===== src/hw/rtl/vcte_pkg.sv =====
package vcte_pkg;

    // Widths of the fixed payload fields.
    localparam int XLEN   = 64;
    localparam int IX_W   = 6;
    localparam int NUM_IMPL = 56;

    // Privilege mode codes as they appear on the result.
    localparam logic [1:0] MODE_M = 2'd0;
    localparam logic [1:0] MODE_S = 2'd1;
    localparam logic [1:0] MODE_U = 2'd2;

    // Instruction encodings.
    localparam logic [6:0] OP_SYSTEM = 7'h73;
    localparam logic [2:0] F3_CSRW   = 3'd1;
    localparam logic [2:0] F3_CSRR   = 3'd2;

    // CSR numbers with special meaning.
    localparam logic [11:0] CSR_VENDOR_ID_NUM = 12'hF11;
    localparam logic [11:0] CSR_SRET      = 12'h102;
    localparam logic [11:0] CSR_MRET      = 12'h302;
    localparam logic [11:0] LIMIT_U       = 12'h045;
    localparam logic [11:0] LIMIT_S       = 12'h181;

    // Trap causes that end the guest.
    localparam logic [5:0] CAUSE_LOAD_PF  = 6'd13;
    localparam logic [5:0] CAUSE_INST_PF  = 6'd12;
    localparam logic [5:0] CAUSE_STORE_PF = 6'd15;

    // Positions of entries in the CSR file.
    localparam logic [IX_W-1:0] IX_SSTATUS   = 6'd8;
    localparam logic [IX_W-1:0] IX_STVEC     = 6'd12;
    localparam logic [IX_W-1:0] IX_SEPC      = 6'd15;
    localparam logic [IX_W-1:0] IX_MVENDORID = 6'd20;
    localparam logic [IX_W-1:0] IX_MSTATUS   = 6'd24;
    localparam logic [IX_W-1:0] IX_MEPC      = 6'd33;
    localparam logic [IX_W-1:0] IX_PMPADDR0  = 6'd40;

    localparam logic [XLEN-1:0] MVENDORID_RST = 64'h0000_6373_6535_3336;
    localparam logic [XLEN-1:0] PMPADDR0_RST  = 64'h0000_0000_8040_0000;
    localparam int SPP_BIT   = 8;
    localparam int MPP_LSB   = 11;
    localparam logic [3:0] RD_NONE = 4'd15;

    // Architectural numbers of the implemented CSRs, in entry order.
    localparam logic [11:0] CSR_NUMS [NUM_IMPL] = '{
        12'h000, 12'h004, 12'h005, 12'h040, 12'h041, 12'h042, 12'h043, 12'h044,
        12'h100, 12'h102, 12'h103, 12'h104, 12'h105, 12'h106, 12'h140, 12'h141,
        12'h142, 12'h143, 12'h144, 12'h180, 12'hF11, 12'hF12, 12'hF13, 12'hF14,
        12'h300, 12'h301, 12'h302, 12'h303, 12'h304, 12'h305, 12'h306, 12'h310,
        12'h340, 12'h341, 12'h342, 12'h343, 12'h344, 12'h34A, 12'h34B, 12'h3A0,
        12'h3B0, 12'h3B1, 12'h3B2, 12'h3B3, 12'h3B4, 12'h3B5, 12'h3B6, 12'h3B7,
        12'h3B8, 12'h3B9, 12'h3BA, 12'h3BB, 12'h3BC, 12'h3BD, 12'h3BE, 12'h3BF
    };

    typedef struct packed {
        logic            func;
        logic [31:0]     instruction;
        logic [XLEN-1:0] pc;
        logic [5:0]      trap_cause;
        logic [XLEN-1:0] source_value;
    } t_in;

    typedef struct packed {
        logic [XLEN-1:0] next_pc;
        logic            reg_write;
        logic [3:0]      reg_index;
        logic [XLEN-1:0] reg_value;
        logic            kill;
        logic [1:0]      priv_level;
    } t_out;

    typedef enum logic [1:0] {
        ST_IDLE,
        ST_DECODE,
        ST_READ,
        ST_EXEC
    } t_state;

    // Commands from the controller to the datapath.
    typedef struct packed {
        logic capture;
        logic decode;
        logic read;
        logic commit;
    } t_cmd;

    typedef struct packed {
        logic            hit;
        logic [IX_W-1:0] ix;
    } t_lookup;

    // Maps a CSR number to its entry; hit is low for unimplemented numbers.
    function automatic t_lookup csr_lookup(input logic [11:0] num);
        t_lookup res;
        res.hit = 1'b0;
        res.ix  = '0;
        for (int k = 0; k < NUM_IMPL; k++) begin
            if (CSR_NUMS[k] == num) begin
                res.hit = 1'b1;
                res.ix  = IX_W'(k);
            end
        end
        return res;
    endfunction

    // Value an entry holds before it is first written.
    function automatic logic [XLEN-1:0] csr_reset_val(input logic [IX_W-1:0] ix);
        logic [XLEN-1:0] val;
        val = '0;
        if (ix == IX_MVENDORID) begin
            val = MVENDORID_RST;
        end else if (ix == IX_PMPADDR0) begin
            val = PMPADDR0_RST;
        end
        return val;
    endfunction

endpackage


===== src/hw/rtl/vcte_ctrl.sv =====
module vcte_ctrl (
    input  logic          i_clk,
    input  logic          i_rst_n,
    input  logic          i_in_valid,
    output logic          o_in_stall,
    output logic          o_out_valid,
    input  logic          i_out_stall,
    output vcte_pkg::t_cmd o_cmd
);
    import vcte_pkg::*;

    t_state r_state;
    t_state n_state;
    logic   r_out_valid;
    logic   n_out_valid;
    logic   w_out_free;

    // The output register can take a result when it is empty or being drained.
    assign w_out_free = !r_out_valid || !i_out_stall;

    // State register.
    always_ff @(posedge i_clk) begin
        if (!i_rst_n) begin
            r_state     <= ST_IDLE;
            r_out_valid <= 1'b0;
        end else begin
            r_state     <= n_state;
            r_out_valid <= n_out_valid;
        end
    end

    // Next state and commands to the datapath.
    always_comb begin
        n_state = r_state;
        o_cmd   = '0;
        unique case (r_state)
            ST_IDLE: begin
                if (i_in_valid) begin
                    o_cmd.capture = 1'b1;
                    n_state       = ST_DECODE;
                end
            end
            ST_DECODE: begin
                o_cmd.decode = 1'b1;
                n_state      = ST_READ;
            end
            ST_READ: begin
                o_cmd.read = 1'b1;
                n_state    = ST_EXEC;
            end
            ST_EXEC: begin
                if (w_out_free) begin
                    o_cmd.commit = 1'b1;
                    n_state      = ST_IDLE;
                end
            end
            default: begin
                n_state = ST_IDLE;
            end
        endcase
    end

    // A result stays on offer until its transfer completes.
    always_comb begin
        if (o_cmd.commit) begin
            n_out_valid = 1'b1;
        end else begin
            n_out_valid = r_out_valid && i_out_stall;
        end
    end

    assign o_in_stall  = (r_state != ST_IDLE);
    assign o_out_valid = r_out_valid;

endmodule


===== config.mk =====
export PLATFORM = sky130hd
export DESIGN_NAME = vcte_ctrl
export DESIGN_NICKNAME = d
export VERILOG_FILES = /design/src/hw/rtl/vcte_pkg.sv /design/src/hw/rtl/vcte_ctrl.sv
export SDC_FILE = /design/constraint.sdc
export NUM_CORES = 1
export LEC_CHECK = 0
export BUFFER_PORTS_ARGS = -buffer_cell sky130_fd_sc_hd__buf_2
export CAP_MARGIN = 20
export CORE_AREA = 4 4 41 43
export DETAILED_ROUTE_END_ITERATION = 10
export DIE_AREA = 0 0 45 47
export REMOVE_ABC_BUFFERS = 1
export SETUP_SLACK_MARGIN = 0.2
export SYNTH_ARGS = -nofsm -noshare
export SYNTH_HDL_FRONTEND = slang
export SYNTH_SLANG_ARGS = --single-unit

===== constraint.sdc =====
create_clock -name i_clk -period 1.5 [get_ports i_clk]
set_input_delay 0.075 -clock i_clk [delete_from_list [all_inputs] [get_ports i_clk]]
set_output_delay 0.075 -clock i_clk [all_outputs]
set_load 0.03 [all_outputs]

* Yosys cells after proc, flatten, opt, wreduce, memory -nomap -nowiden
Index checks and enable logic that the tools add are counted.
** Storage, ports and cells
- Input port bits :: 4
- Output and inout port bits :: 6
- Word-level logic and storage cells :: 24
- Register bits after elaboration :: 3
** Cells by class
- Eq/ne operators :: 5
- Multiplexer cells :: 10
- Reductions and logical operators :: 7
** Operators by type and width (count)
- case mux 2 bit (4 select lines) :: 1
- two-way mux 1 bit :: 7
- == test 2 bit (second input constant) :: 2
- two-way mux 2 bit :: 2
- inequality test 2 bit (second input constant) :: 2
- == test 2 x 1 -> 1 bit (second input constant) :: 1
- logical NOT 1 bit :: 2
- logical NOT 2 bit :: 1
- AND reduction 2 bit :: 1
- nonzero test 2 bit :: 1
- logical AND 1 bit :: 1
- logical OR 1 bit :: 1

* Depth between registers and ports, before layout
- Word-level depth :: 5
- Gate-level depth with buffers :: 5
- Gate-level depth less buffers :: 5

* Worst setup path after synthesis
Ideal clock, no wire load.
- Kind :: reg2out
- From :: register r_state[0]
- To :: output o_cmd[0] in the netlist's numbering
- Cell stages (with the launch flop) :: 3
- Path slack :: 0.158 ns
- Required time :: 1.425 ns
- Path buffers :: 0
- Data arrival time :: 1.267 ns
- Cells stage by stage :: dfxtp_1 ha_1 a21boi_0
** RTL lines
- start: declaration :: line vcte_ctrl.sv:12 : t_state r_state;
- start signal: assignment :: line vcte_ctrl.sv:27 : r_state <= n_state;
- end: declaration :: line vcte_ctrl.sv:8 : output vcte_pkg::t_cmd o_cmd

==> run summary <==
The type of the worst setup path is register to output pin. The first global-routing pass estimated 648 um of wire. At the later pin of the worst-skew pair, clock insertion delay measures 230 ps.

The congestion estimate from routability-driven global placement came to 0.577. The switching share of total power was 0.453; the number of endpoints failing setup at the final stage was 0. Across all setup checks in the final design, the least slack found is 255 ps. The logs give 0.160 nW for the static leakage power and 183 for the via total after detailed routing.

Adding up every negative setup slack in the final design gives 0 ps. Relative to the synthesized area, the layout overhead comes to 46.7%. Post-CTS setup buffer count: 0.

After clock tree synthesis, the clock-pin slew on the worst setup and hold paths is 40 ps. The relative slew slack was 0.901. The sort of element at the end of the critical path is an output pin. The count of cell types in the netlist is 12, and the max-slew violation total from the final report is 0. The floorplan die width is 45 um.

The run gives 0.0513 as the combined global-route utilization of all metal layers. The fraction of the yosys area taken by sequential cells was 0.287. Entering global routing, the biggest net connects 6 pins. The part of the cycle the worst path needs came out at 0.830. CTS placed an instance of sky130_fd_sc_hd__clkbuf_4 at the clock tree root.

The run finished with clean final reports. The number of synthesized register bits came out at 3. During I/O placement, the number of pins put on the boundary was 10. Global routing finished with a remaining overflow of 0. The first routing iteration left 0 violations.

The initial standard-cell utilization of the core was 0.161. Detailed placement ended at an HPWL of 311 um. The net switching power is 0.261 mW.

The Yosys step of the flow raised 0 warnings. The tools report the number of failing hold endpoints at the final stage as 0. After the last flow step, the layout net total stands at 46.

In this run the remaining antenna-violating nets after routing total 0. For the total number of H-tree levels, the log shows 1. The sequential power share was 0.232; the data required time at the worst endpoint was 1420 ps.

The maximum frequency from static timing analysis is 0.803 GHz, and the final critical delay including setup and external delays is 1240 ps. For the worst flop-to-flop path, the logic depth is 5. The tools report the capture endpoint of the worst hold path as o_out_valid. The count of port buffers added during placement is 9, and the total detailed-routing wirelength is 372 um.

The cell with the largest stage delay on the worst path is sky130_fd_sc_hd__dfxtp_2. The number of antenna violations at the first check in global routing is 0, and the via count normalized by instance count is 3.59. Worst hold path depth: 2. The signal on the critical path passes through inv_1 -> ha_1 -> and2_2 -> clkbuf_4. After detailed routing, the number of remaining DRC violations is 0. The share of final-layout standard cells stronger than drive strength 1 was 0.444.

The run gives 0.520 as the share of total power in combinational logic. The vertical die dimension was 47 um; the internal power summed over all cells was 0.315 mW. Max-cap violations in this run came to 0.

The run gives 171 as the via count of the first global-routing pass. The number of iterations in the first detailed-routing pass came out at 1. Clock buffer count from CTS: 3. Setup repair after global routing could not meet its margin everywhere.

The design draws 0.576 mW. The transition time at the pin with the least slew margin is 148 ps. In this run the power density over the cells is 1880 nW/um^2. TritonCTS built the clock tree. Counting every sink on the clock net gives 3.

Synthesis produced a netlist whose cell count is 23. Mean instance size in the synthesized netlist: 9.08 sq um. For the final database, setup skew stands at 1.92 ps. Data arrives at the worst endpoint at 1170 ps. The die area is 2120 sq um, and the maximum fanout encountered on the critical timing path is 4.

The run gives 400 ps as the setup slack of the most critical reg-to-reg path. The longest individual stage delay on the worst path was 340 ps. The antenna cell count came out at 0.

The buffer levels on the longest clock path was 2. The path class of the tightest hold or removal check is input pin to register. The worst hold path begins at i_rst_n. STA classifies the critical path startpoint as a register.

The worst-case setup slack after placement was 332 ps. In this run the cell area of the synthesized design comes to 209 sq um. Clock share of power: 0.248. VDD sags by at most 0.379 mV. The worst flop-to-flop path startpoint was r_state[1]. For the placeable core area, the log shows 1300 sq um. In this run the critical register-to-register path is captured at r_state[0].

The floorplan has 13 rows. The per-cell routed wire length came out at 7.29 um. The utilization of the core after routing is 0.236.
==> placed cells by master, fill, tap and decap left out <==
cell,count
sky130_fd_sc_hd__a21boi_0,1
sky130_fd_sc_hd__a21oi_1,1
sky130_fd_sc_hd__and2_2,1
sky130_fd_sc_hd__buf_2,7
sky130_fd_sc_hd__buf_4,1
sky130_fd_sc_hd__clkbuf_1,1
sky130_fd_sc_hd__clkbuf_4,4
sky130_fd_sc_hd__dfxtp_1,1
sky130_fd_sc_hd__dfxtp_2,2
sky130_fd_sc_hd__ha_1,5
sky130_fd_sc_hd__inv_1,2
sky130_fd_sc_hd__inv_2,1
sky130_fd_sc_hd__mux2i_1,2
sky130_fd_sc_hd__nand2_1,3
sky130_fd_sc_hd__nand3_1,1
sky130_fd_sc_hd__nor2b_1,1
sky130_fd_sc_hd__o21a_1,1
sky130_fd_sc_hd__o21ai_0,1
==> how the worst max path moves through the flow <==
stage,startpoint,endpoint,depth (start not counted)
2_1_floorplan,r_state[0],o_cmd[0],2
3_3_place_gp,r_state[0],r_state[1],5
3_5_place_dp,r_state[0],r_state[0],5
4_1_cts,r_state[0],o_cmd[3],4
5_1_grt,r_state[0],o_cmd[0],3
6_report,r_state[1],o_cmd[3],4
==> Yosys cell counts <==
master	count	area, sq um
sky130_fd_sc_hd__mux2i_1	2	20.0
sky130_fd_sc_hd__o21ai_0	1	5.00
sky130_fd_sc_hd__ha_1	5	62.6
sky130_fd_sc_hd__nand3_1	1	5.00
sky130_fd_sc_hd__inv_1	3	11.3
sky130_fd_sc_hd__dfxtp_1	3	60.1
sky130_fd_sc_hd__o21a_1	1	7.51
sky130_fd_sc_hd__a21oi_1	1	5.00
sky130_fd_sc_hd__a21boi_0	1	7.51
sky130_fd_sc_hd__nand2_1	3	11.3
sky130_fd_sc_hd__nor2b_1	1	6.26
sky130_fd_sc_hd__and2_2	1	7.51
==> flip-flops by register name (all words and copies together), names as in the netlist <==
name and cells:
r_state 2, o_out_valid 1
==> layout make-up <==
type / count / area (sq um)
fillers: 151 / 995
clock buffers: 4 / 26.3
multi-input cells: 17 / 138
flip-flops and latches: 3 / 62.6
well taps: 15 / 18.8
repair buffers: 9 / 50.0
inverters: 3 / 11.3
==> per-layer routing <==
metal / vias to the layer above / track usage / wire length, um
li1: 101 / - / -
met2: 10 / 0.0565 / 137
met5: - / 0 / 0
met4: 0 / 0.0702 / 15
met3: 2 / 0.0460 / 83
met1: 70 / 0.0477 / 135
==> worst max-delay path: cells and delay by family (launching register included) <==
kind | cells | cell delay, ps
fa+ha+maj | 1 | 190
buf+inv | 2 | 240
flops | 1 | 340
simple gates | 1 | 160
==> through the flow <==
step / instance area (sq um) / hold slack [ps] / std cells
after floorplan: 209 / 203 / 23
after global placement: 273 / 347 / 47
after detailed placement: 273 / 351 / 47
after CTS: 302 / 106 / 51
after global routing: 307 / 149 / 51
final: 307 / 109 / 51
==> kinds of logic after synthesis <==
group / count (synthesis) / synth area share
AO/OA/AOI/OAI: 4 / 0.120
AND/OR/NAND/NOR: 6 / 0.144
multiplexers: 2 / 0.0958
flip-flops: 3 / 0.287
buffers and inverters: 3 / 0.0539
adder cells (fa/ha/maj): 5 / 0.299
==> power groups by stage <==
| stage | combinational [mW] | clock (mW) | sequential, mW |
|---|---|---|---|
| after global routing | 0.330 | 0.155 | 0.139 |
| after global placement | 0.294 | 0 | 0.129 |
| final | 0.299 | 0.143 | 0.134 |
| after detailed placement | 0.294 | 0 | 0.129 |
| after floorplan | 0.230 | 0 | 0.129 |
| after CTS | 0.295 | 0.153 | 0.132 |
==> repair_timing <==
item / in CTS / in global routing
endpoints found under the setup margin: 1 / 2
resized for setup: 2 / 3
hold buffers: 0 / 0
Power figures use the tool's default switching activity.
